## config.mk

```make
export PLATFORM = sky130hd
export DESIGN_NAME = centroid_track_id_assigner
export DESIGN_NICKNAME = d
export VERILOG_FILES = /design/src/rtl/core/ctia_pkg.sv /design/src/rtl/core/ctia_dist.sv /design/src/rtl/core/centroid_track_id_assigner.sv
export SDC_FILE = /design/constraint.sdc
export NUM_CORES = 2
export LEC_CHECK = 0
export BUFFER_PORTS_ARGS = -buffer_cell sky130_fd_sc_hd__buf_2
export CORE_MARGIN = 2
export CORE_UTILIZATION = 60
export DETAILED_ROUTE_END_ITERATION = 6
export HOLD_SLACK_MARGIN = 0.06
export PLACE_DENSITY_LB_ADDON = 0.1
export SYNTH_ARGS = -nofsm -noshare
export SYNTH_HDL_FRONTEND = slang
export SYNTH_HIERARCHICAL = 1
export SYNTH_SLANG_ARGS = --single-unit
```

## constraint.sdc

```tcl
create_clock -name clock -period 17.5 [get_ports clock]
set_input_delay 0 -clock clock [delete_from_list [all_inputs] [get_ports clock]]
set_output_delay 0 -clock clock [all_outputs]
set_load 0.05 [all_outputs]
```

## src/rtl/core/ctia_pkg.sv

```systemverilog
// Package for the centroid track id assigner: table sizes, field widths,
// the track entry type and the sequencer state type. No dependencies.
package ctia_pkg;

   localparam int MAX_TRACKS = 64;
   localparam int ID_BITS    = 16;

   localparam int IDX_W = (MAX_TRACKS > 1) ? $clog2(MAX_TRACKS) : 1;
   localparam int CNT_W = $clog2(MAX_TRACKS + 1);

   localparam int COORD_W  = 12;
   localparam int CENTER_W = 13;
   localparam int SQ_W     = 2 * CENTER_W;
   localparam int SUM_W    = SQ_W + 1;
   localparam int LABEL_W  = 8;
   localparam int OBJ_ID_W = 16;
   localparam int RADIUS_W = 24;

   localparam logic [RADIUS_W-1:0] RADIUS_RESET = RADIUS_W'(625);

   localparam int REQ_TDATA_W = 56;
   localparam int RSP_TDATA_W = 72;
   localparam int RSP_TUSER_W = 2;

   // req_tuser codes
   localparam logic OP_BOX = 1'b0;
   localparam logic OP_EOF = 1'b1;

   typedef struct packed {
      logic [ID_BITS-1:0]  ident;
      logic [CENTER_W-1:0] cy;
      logic [CENTER_W-1:0] cx;
   } entry_type;

   typedef enum logic [3:0] {
      ST_IDLE,
      ST_SRCH_RD,
      ST_SRCH_DX,
      ST_SRCH_DY,
      ST_NEW,
      ST_RESP,
      ST_EOF_SCAN,
      ST_EOF_MOVE
   } state_type;

endpackage

```

## src/rtl/core/ctia_dist.sv

```systemverilog
// Shared distance unit: squared absolute difference of two centre coordinates.
// Depends on ctia_pkg.
module ctia_dist (
   input  logic [ctia_pkg::CENTER_W-1:0] a,
   input  logic [ctia_pkg::CENTER_W-1:0] b,
   output logic [ctia_pkg::SQ_W-1:0]     sq
);
   import ctia_pkg::*;

   logic [CENTER_W-1:0] diff;

   assign diff = (a >= b) ? (a - b) : (b - a);
   assign sq   = SQ_W'(diff) * SQ_W'(diff);

endmodule

```

## src/rtl/core/centroid_track_id_assigner.sv

```systemverilog
// Top level of the centroid track id assigner: sequencer, track table memory
// and result register. Depends on ctia_pkg and ctia_dist.
//
// Each detection transaction (req_tuser = 0) is compared against the stored
// tracks, oldest first, by one shared squared-distance unit that handles dx
// and dy in turn: per track a table read, then dx^2, then dy^2 + compare.
// req_tready is high only while the block is idle. The result sits in an
// output register, so the next transaction is taken while it waits; a result
// only stalls the sequencer when the previous one has not been taken yet. An
// end-of-frame transaction (req_tuser = 1) gives no result and compacts the
// table with one table read/write per kept track. The track table is a
// single-port-write, single-port-read memory; used marks sit in flip-flops.
// match_radius_sq is written through csr_wr_en/csr_wr_data; the user must
// write it only while idle, the block itself does not enforce this.
module centroid_track_id_assigner (
   input  logic                              clock,
   input  logic                              reset,
   // request: tdata = box_x, box_y, box_w, box_h, class_label from bit 0 up
   input  logic                              req_tvalid,
   output logic                              req_tready,
   input  logic [ctia_pkg::REQ_TDATA_W-1:0]  req_tdata,
   input  logic                              req_tuser,   // op: 0 box, 1 end of frame
   // response: tdata = out_x, out_y, out_w, out_h, track_id, out_label from bit 0 up
   output logic                              rsp_tvalid,
   input  logic                              rsp_tready,
   output logic [ctia_pkg::RSP_TDATA_W-1:0]  rsp_tdata,
   output logic [ctia_pkg::RSP_TUSER_W-1:0]  rsp_tuser,   // is_new, table_full from bit 0 up
   // configuration: match_radius_sq
   input  logic                              csr_wr_en,
   input  logic [ctia_pkg::RADIUS_W-1:0]     csr_wr_data
);
   import ctia_pkg::*;

   state_type state_ff, state_in;

   // captured transaction
   logic [COORD_W-1:0]  box_x_ff, box_y_ff, box_w_ff, box_h_ff;
   logic [LABEL_W-1:0]  label_ff;
   logic [CENTER_W-1:0] cx_ff, cy_ff;

   // table state
   logic [CNT_W-1:0]      count_ff;
   logic [CNT_W-1:0]      idx_ff;
   logic [CNT_W-1:0]      kept_ff;
   logic [ID_BITS-1:0]    next_id_ff;
   logic [MAX_TRACKS-1:0] used_ff;
   logic [RADIUS_W-1:0]   radius_ff;

   // track memory
   entry_type             trk_mem [MAX_TRACKS];
   entry_type             rd_ff;
   logic                  mem_re, mem_we;
   logic [IDX_W-1:0]      mem_raddr, mem_waddr;
   entry_type             mem_wdata;

   // distance unit
   logic [CENTER_W-1:0]   dist_a, dist_b;
   logic [SQ_W-1:0]       dist_sq;
   logic [SQ_W-1:0]       sq_ff;
   logic [SUM_W-1:0]      sum;
   logic                  hit;

   // staged result and output register
   logic [OBJ_ID_W-1:0]   res_id_ff;
   logic                  res_new_ff, res_full_ff;
   logic                  rsp_tvalid_ff, rsp_tvalid_in;
   logic [RSP_TDATA_W-1:0] rsp_tdata_ff;
   logic [RSP_TUSER_W-1:0] rsp_tuser_ff;

   logic                  req_acc;
   logic                  rsp_free;
   logic                  idx_last;
   logic                  idx_end;
   logic                  idx_used;
   logic                  tbl_full;

   assign req_acc  = req_tvalid && req_tready;
   assign rsp_free = !rsp_tvalid_ff || rsp_tready;
   assign idx_last = (idx_ff + CNT_W'(1)) == count_ff;
   assign idx_end  = (idx_ff == count_ff);
   assign idx_used = used_ff[idx_ff[IDX_W-1:0]];
   assign tbl_full = (count_ff == CNT_W'(MAX_TRACKS));

   ctia_dist u_dist (
      .a  (dist_a),
      .b  (dist_b),
      .sq (dist_sq)
   );

   // dy^2 joins the registered dx^2; strict compare against the radius
   assign sum = SUM_W'(sq_ff) + SUM_W'(dist_sq);
   assign hit = sum < SUM_W'(radius_ff);

   // ---------------- next state ----------------
   always_comb begin
      state_in = state_ff;
      case (state_ff)
         ST_IDLE: begin
            if (req_acc) begin
               if (req_tuser == OP_EOF)      state_in = ST_EOF_SCAN;
               else if (count_ff == '0)      state_in = ST_NEW;
               else                          state_in = ST_SRCH_RD;
            end
         end
         ST_SRCH_RD:  state_in = ST_SRCH_DX;
         ST_SRCH_DX:  state_in = ST_SRCH_DY;
         ST_SRCH_DY: begin
            if (hit)           state_in = ST_RESP;
            else if (idx_last) state_in = ST_NEW;
            else               state_in = ST_SRCH_RD;
         end
         ST_NEW:      state_in = ST_RESP;
         ST_RESP: begin
            if (rsp_free) state_in = ST_IDLE;
         end
         ST_EOF_SCAN: begin
            if (idx_end)       state_in = ST_IDLE;
            else if (idx_used) state_in = ST_EOF_MOVE;
         end
         ST_EOF_MOVE: state_in = ST_EOF_SCAN;
         default:     state_in = ST_IDLE;
      endcase
   end

   // ---------------- outputs of the sequencer ----------------
   always_comb begin
      req_tready = 1'b0;
      mem_re     = 1'b0;
      mem_raddr  = idx_ff[IDX_W-1:0];
      mem_we     = 1'b0;
      mem_waddr  = idx_ff[IDX_W-1:0];
      mem_wdata  = '{ident: rd_ff.ident, cy: cy_ff, cx: cx_ff};
      dist_a     = cx_ff;
      dist_b     = rd_ff.cx;
      case (state_ff)
         ST_IDLE:    req_tready = 1'b1;
         ST_SRCH_RD: mem_re = 1'b1;
         ST_SRCH_DY: begin
            dist_a = cy_ff;
            dist_b = rd_ff.cy;
            mem_we = hit;            // matched track takes the new centre
         end
         ST_NEW: begin
            mem_we    = !tbl_full;   // append at the end of the table
            mem_waddr = count_ff[IDX_W-1:0];
            mem_wdata = '{ident: next_id_ff, cy: cy_ff, cx: cx_ff};
         end
         ST_EOF_SCAN: mem_re = !idx_end && idx_used;
         ST_EOF_MOVE: begin
            mem_we    = 1'b1;        // kept track slides down
            mem_waddr = kept_ff[IDX_W-1:0];
            mem_wdata = rd_ff;
         end
         default: ;
      endcase
   end

   // ---------------- track memory ----------------
   always_ff @(posedge clock) begin
      if (mem_we) trk_mem[mem_waddr] <= mem_wdata;
      if (mem_re) rd_ff <= trk_mem[mem_raddr];
   end

   // ---------------- response register ----------------
   always_comb begin
      rsp_tvalid_in = rsp_tvalid_ff && !rsp_tready;
      if (state_ff == ST_RESP && rsp_free) rsp_tvalid_in = 1'b1;
   end

   // ---------------- control registers ----------------
   always_ff @(posedge clock) begin
      if (reset) begin
         state_ff      <= ST_IDLE;
         count_ff      <= '0;
         next_id_ff    <= '0;
         used_ff       <= '0;
         radius_ff     <= RADIUS_RESET;
         rsp_tvalid_ff <= 1'b0;
      end else begin
         state_ff      <= state_in;
         rsp_tvalid_ff <= rsp_tvalid_in;
         if (csr_wr_en) radius_ff <= csr_wr_data;
         case (state_ff)
            ST_SRCH_DY: begin
               if (hit) used_ff[idx_ff[IDX_W-1:0]] <= 1'b1;
            end
            ST_NEW: begin
               next_id_ff <= next_id_ff + ID_BITS'(1);
               if (!tbl_full) begin
                  used_ff[count_ff[IDX_W-1:0]] <= 1'b1;
                  count_ff <= count_ff + CNT_W'(1);
               end
            end
            ST_EOF_SCAN: begin
               if (idx_end) begin
                  count_ff <= kept_ff;
                  used_ff  <= '0;
               end
            end
            default: ;
         endcase
      end
   end

   // ---------------- datapath registers ----------------
   always_ff @(posedge clock) begin
      case (state_ff)
         ST_IDLE: begin
            if (req_acc) begin
               box_x_ff <= req_tdata[11:0];
               box_y_ff <= req_tdata[23:12];
               box_w_ff <= req_tdata[35:24];
               box_h_ff <= req_tdata[47:36];
               label_ff <= req_tdata[55:48];
               cx_ff    <= CENTER_W'(req_tdata[11:0])  + CENTER_W'(req_tdata[35:25]);
               cy_ff    <= CENTER_W'(req_tdata[23:12]) + CENTER_W'(req_tdata[47:37]);
               idx_ff   <= '0;
               kept_ff  <= '0;
            end
         end
         ST_SRCH_DX: sq_ff <= dist_sq;
         ST_SRCH_DY: begin
            if (hit) begin
               res_id_ff   <= OBJ_ID_W'(rd_ff.ident);
               res_new_ff  <= 1'b0;
               res_full_ff <= 1'b0;
            end else begin
               idx_ff <= idx_ff + CNT_W'(1);
            end
         end
         ST_NEW: begin
            res_id_ff   <= OBJ_ID_W'(next_id_ff);
            res_new_ff  <= 1'b1;
            res_full_ff <= tbl_full;
         end
         ST_RESP: begin
            if (rsp_free) begin
               rsp_tdata_ff <= {label_ff, res_id_ff, box_h_ff, box_w_ff, box_y_ff, box_x_ff};
               rsp_tuser_ff <= {res_full_ff, res_new_ff};
            end
         end
         ST_EOF_SCAN: begin
            if (!idx_end && !idx_used) idx_ff <= idx_ff + CNT_W'(1);
         end
         ST_EOF_MOVE: begin
            idx_ff  <= idx_ff + CNT_W'(1);
            kept_ff <= kept_ff + CNT_W'(1);
         end
         default: ;
      endcase
   end

   assign rsp_tvalid = rsp_tvalid_ff;
   assign rsp_tdata  = rsp_tdata_ff;
   assign rsp_tuser  = rsp_tuser_ff;

endmodule

```

Word level (Yosys, flattened, before mapping)
Memories as Yosys holds them, arrays and structs flattened. A register that Yosys moved wholly into a read port is not among the register bits. Cells that the tools add are included.

Input bits: 86. Register bits: 330. Memories kept: 1. Memory bits (writable): 2688.

Memory list: trk_mem (depth 64, bits a word 42, read ports 1, clocked after Yosys merged registers in 1, wr ports 1, line centroid_track_id_assigner.sv:50) `entry_type trk_mem [MAX_TRACKS];`.

Add/sub/neg operators: 9. Bitwise gates (word level): 2. Mux-type cells: 43. $lt $le $gt $ge: 6. Equal/unequal tests: 18. $mul: 1. Reduce and logical (&&, ||, !) cells: 28.

Operator list (count): $mux W64 (3); $pmux W64 S3 (1); $or A64 B64 Y64 (2); $pmux W42 S2 (1); $mux W13 (3); $mux W7 (5); $pmux W16 S2 (1); $pmux W4 S8 (1); $pmux W7 S2 (2); $pmux W7 S4 (1); $add A26 B26 Y27 (1); $lt A27 B24 Y1 (1); $add A12 B11 Y13 (2); $mul A13 B13 Y26 (1); $sub A13 B13 Y13 (2); $add A7 B1 Y7 const B (3); $add A16 B1 Y16 const B (1); $eq A4 B3 Y1 const B (4); $mux W16 (1); $mux W4 (4); $eq A7 B7 Y1 (2); $lt A6 B7 Y1 const B (2); $ne A2 B2 Y1 const B (7); $ge A13 B13 Y1 (1); 23 further kinds (55).

Logic depth before layout (Yosys ltp)
Depth in word-level cells: 10. Depth in mapped cells: 54. Depth with buffers taken out: 50.

Cells and area by module
Netlist, hierarchy kept.

By module, submodules not included: centroid_track_id_assigner (times used 1, sequential area each 90707.0 um^2, cells each 6655, area each 114386.0 um^2); ctia_dist (times used 1, sequential area each 0.0 um^2, cells each 709, area each 6004.5 um^2).

Worst setup path after synthesis
OpenSTA, ideal clock, no wires.

Path kind: register to register. Start: register state_ff[0]. End: memory trk_mem[0][0] in the netlist's numbering (enable). Path slack: 2333 ps. Period minus slack after synthesis: 15167 ps. Required time: 16953 ps. Library setup time: 547 ps. Cell stages (with the launch flop): 49. Data arrival time: 14620 ps. Cell sequence: dfxtp_1 clkbuf_1 nand3_2 buf_1 mux2_2 ha_1 buf_6 a21o_1 a221oi_2 o21a_2 nand3_1 a311oi_2 o221ai_2 xnor2_2 buf_4 or2_1 fa_1 inv_1 [... 13 more ...] xnor2_1 ha_1 buf_2 a2111oi_2 o22ai_1 a31o_2 a21oi_1 xnor2_1 ha_1 nand4_1 nor3_1 a2111oi_0 o211ai_1 a31oi_1 o2111a_1 a221oi_4 buf_6 nor4_1.

Word-level cells in the longest chain between the ends: 10.

RTL lines: from (decl) (line centroid_track_id_assigner.sv:34) `state_type state_ff, state_in;`; from (signal assigned) (line centroid_track_id_assigner.sv:180) `state_ff <= state_in;`; $eq A4 B2 Y1 * (line centroid_track_id_assigner.sv:135) `case (state_ff)`; $mux W13 * (line centroid_track_id_assigner.sv:135); named net dist_b[8] (line centroid_track_id_assigner.sv:57) `logic [CENTER_W-1:0] dist_a, dist_b;`; $sub A13 B13 Y13 / $ge A13 B13 Y1 (equally long branches) (line ctia_dist.sv:12) `assign diff = (a >= b) ? (a - b) : (b - a);`; $mux W13 * (line ctia_dist.sv:12); $mul A13 B13 Y26 * (line ctia_dist.sv:13) `assign sq = SQ_W'(diff) * SQ_W'(diff);`; named net dist_sq[16] (line centroid_track_id_assigner.sv:58) `logic [SQ_W-1:0] dist_sq;`; $add A26 B26 Y27 * (line centroid_track_id_assigner.sv:91) `assign sum = SUM_W'(sq_ff) + SUM_W'(dist_sq);`; $lt A27 B24 Y1 * (line centroid_track_id_assigner.sv:92) `assign hit = sum < SUM_W'(radius_ff);`; $pmux W1 S3 * (line centroid_track_id_assigner.sv:135); $mux W1 * (line centroid_track_id_assigner.sv:160) `if (mem_we) trk_mem[mem_waddr] <= mem_wdata;`; $mux W1 (not written as such) * (line centroid_track_id_assigner.sv:160); to (decl) (line centroid_track_id_assigner.sv:50).

Mark *: on every way through the listed nets, which the timed path passes. The rest lies on a longest branch.

Worst setup path after layout
Start: register state_ff[0]. End: memory trk_mem[5][30] in the netlist's numbering (enable).

The elaborated chain is that of the path after synthesis.

==> flow_metrics.tcl <==
set metrics [dict create \
    post-route-cell-area_mm2 0.137 \
    grt_pass1_vias 72900 \
    die_height_um 452 \
    timing.setup.tns_ns 0 \
    placedCellCount 9982 \
    cts_inserted_buffers 318 \
    critical_path.slowest_cell "sky130_fd_sc_hd__a211oi_2" \
    synthArstFlopShare 0 \
    final_core_occ 0.687 \
    layout-area-overhead-vs-synth_pct 13.9 \
    synth-seq-area-share 0.753 \
    hold_viol 0 \
    grt-ovfl-total 0 \
    num_vias 75800 \
    die_x_um 452 \
    synth.net_count 7720 \
    cts_tree "yes" \
    route.final.wire_length_um 376000 \
    timing.critical_path.max_delay_family "compound AO/OA/AOI/OAI gates" \
    mostFrequentLayoutCell "sky130_fd_sc_hd__edfxtp_1" \
    grt_max_degree 128 \
    layout_worst_path_cycle_share 0.847 \
    postSynthRegisterBits 3059 \
    timing.slew.headroom 0.127 \
    antenna_left 0 \
    outcome "finished, final reports clean" \
    initialDrtViolationCount 12400 \
    synth_cell_types 104 \
    mostFrequentLayoutCells "2944 x sky130_fd_sc_hd__edfxtp_1, 949 x sky130_fd_sc_hd__a22oi_1, 328 x sky130_fd_sc_hd__clkbuf_16" \
    min_path_cells 4 \
    cts_repair_resize_count 0 \
    clock_skew_ns 0.0905 \
    cts-root-buf "sky130_fd_sc_hd__clkbuf_16" \
    worstHoldEndpoint "cx_ff[12]" \
    period_needed_ns 14.82 \
    path_buf_inv 7 \
    cts_num_sinks 3059 \
    synth-warning-count 6 \
    initial_utilization 0.603 \
    grt_antenna_before_repair 12 \
    drv.max_cap_violation_count 0 \
    r2r_slack_ns 2.68 \
    timing_worst_slew_pin_value_ns 1.31 \
    crit_end_element "flop" \
    remaining_drcs 0 \
    kind_of_start_point_of_the_critical_path "flop" \
    max_stage_delay_ns 0.83 \
    ys_dominant_reg_cell "sky130_fd_sc_hd__edfxtp_1" \
    cts.reportedPaths.clkPinSlew_ns 0.06 \
    firstDrtPassIters 6 \
    post_synth_instance_area_mm2 0.120 \
    setup_violations 0 \
    slew_viol_final 0 \
    worst_ep_arrival_time_ns 15.36 \
    row_count 164 \
    ioPinCount 162 \
    fmax_ghz 0.0675 \
    placeableCoreArea_mm2 0.200 \
    worstPathRequired_ns 18.03 \
    insertion_delay_of_the_later_clocked_pin_in_the_worst_skew_pair_ns 0.95 \
    wl_per_cell_um 35.0 \
    dp_hpwl_um 207000 \
    place_area_mm2 0.125 \
    finalNonFillerCells 10800 \
    portBuffers 161 \
    gp_congestion 0.914 \
    post_synth.cell_area_avg_um2 16.3 \
    floorplan.die_area_mm2 0.204 \
    h-tree-depth 5 \
    synth-edff-count 2944 \
    worst-setup-path-type "flop to flop" \
    grt_first_pass_wirelength_um 531000 \
    drive_gt1_frac 0.128 \
    worst_r2r_endpoint "trk_mem[5][30]" \
    fin_nets 8218 \
    cts_buffer_depth 4 \
    synthesis.instances 7364 \
    ff2ff_path_depth 42 \
    timing.hold.worst.class "primary input to flop" \
    gr-usage-all-layers 0.365 \
    worst-path-max-fanout 64 \
    route.detailed.vias_per_inst 7.04 \
    regToRegStartpoint "state_ff[0]" \
    holdCritStartpoint "req_tdata[11]" \
    grt_setup_unrepaired "no" \
]
==> what timing repair did <==
item	in CTS	in global routing
hold buffers	216	0
buffers inserted	0	0
endpoints found under the hold margin	147	0
==> worst reg2reg max path: cells and delay by family, from the launching register on <==
family                   cells  cell delay (ns)
adder cells (fa/ha/maj)      9             3.85
XOR/XNOR                     1             0.17
AND/OR/NAND/NOR              8             2.65
multiplexers                 2             0.72
flip-flops                   1             0.65
AO/OA/AOI/OAI               15             4.83
buffers and inverters        7             1.52
==> worst max path at each step <==
stage	slack (ns)	end	from	cells past startpoint
final	2.68	trk_mem[5][30]	state_ff[0]	42
after CTS	2.90	trk_mem[19][26]	state_ff[0]	43
after detailed placement	2.94	trk_mem[19][26]	state_ff[1]	42
after floorplan	2.33	trk_mem[0][0]	state_ff[0]	48
after global routing	1.74	trk_mem[19][35]	state_ff[0]	42
after global placement	3.18	trk_mem[5][23]	state_ff[1]	42
==> through the flow <==
step | hold WS (ns) | setup WS [ns]
floorplan | 0.0989 | 2.33
global placement | 0.177 | 3.18
detailed placement | 0.178 | 2.94
CTS | 0.0708 | 2.90
global route | 0.114 | 1.74
finish | 0.136 | 2.68
==> registers in the layout, summed over array words and instances, names as in the netlist, 13 cells and up <==
signal	count
sq_ff	26
rsp_tdata	72
trk_mem	2688
used_ff	64
radius_ff	24
cy_ff	13
cx_ff	13
res_id_ff	16
next_id_ff	16
rd_ff	42
==> synthesized netlist by cell type, types with 115 or more instances <==
master                        n  area, um^2
sky130_fd_sc_hd__inv_1      227         852
sky130_fd_sc_hd__a22oi_1    949        7120
sky130_fd_sc_hd__nor2_1     155         582
sky130_fd_sc_hd__nand2_1    278        1040
sky130_fd_sc_hd__edfxtp_1  2944       88400
sky130_fd_sc_hd__a22o_1     204        1790
sky130_fd_sc_hd__a31oi_1    203        1270
sky130_fd_sc_hd__ha_1       169        2110
sky130_fd_sc_hd__dfxtp_1    115        2300
sky130_fd_sc_hd__nand3_1    141         706
sky130_fd_sc_hd__a221oi_1   213        1870
sky130_fd_sc_hd__a21oi_1    293        1470
sky130_fd_sc_hd__clkbuf_1   266         998
==> area by class of cell <==
type	count	area, um^2
diodes	16	40.0
clock buffers	406	8570
clock inverters	143	1040
fillers	13000	62600
inverters	233	878
multi-input cells	3604	27400
flip-flops and latches	3059	90700
well taps	2656	3320
repair buffers	646	5120
==> layer usage <==
layer	track usage	share of wire
met5	0	0.00029
met4	0.162	0.048
met3	0.100	0.13
met2	0.548	0.45
met1	0.506	0.37
==> logic make-up after synthesis <==
kind of cell / synth area share
flip-flops: 0.753
adder cells (fa/ha/maj): 0.0344
buffers and inverters: 0.0237
other: 0.0000311
AND/OR/NAND/NOR: 0.0390
XOR/XNOR: 0.00842
AO/OA/AOI/OAI: 0.134
multiplexers: 0.00700
Power is not shown: default switching activity piles up to over one toggle a cycle in this logic, so the estimate is an artifact.
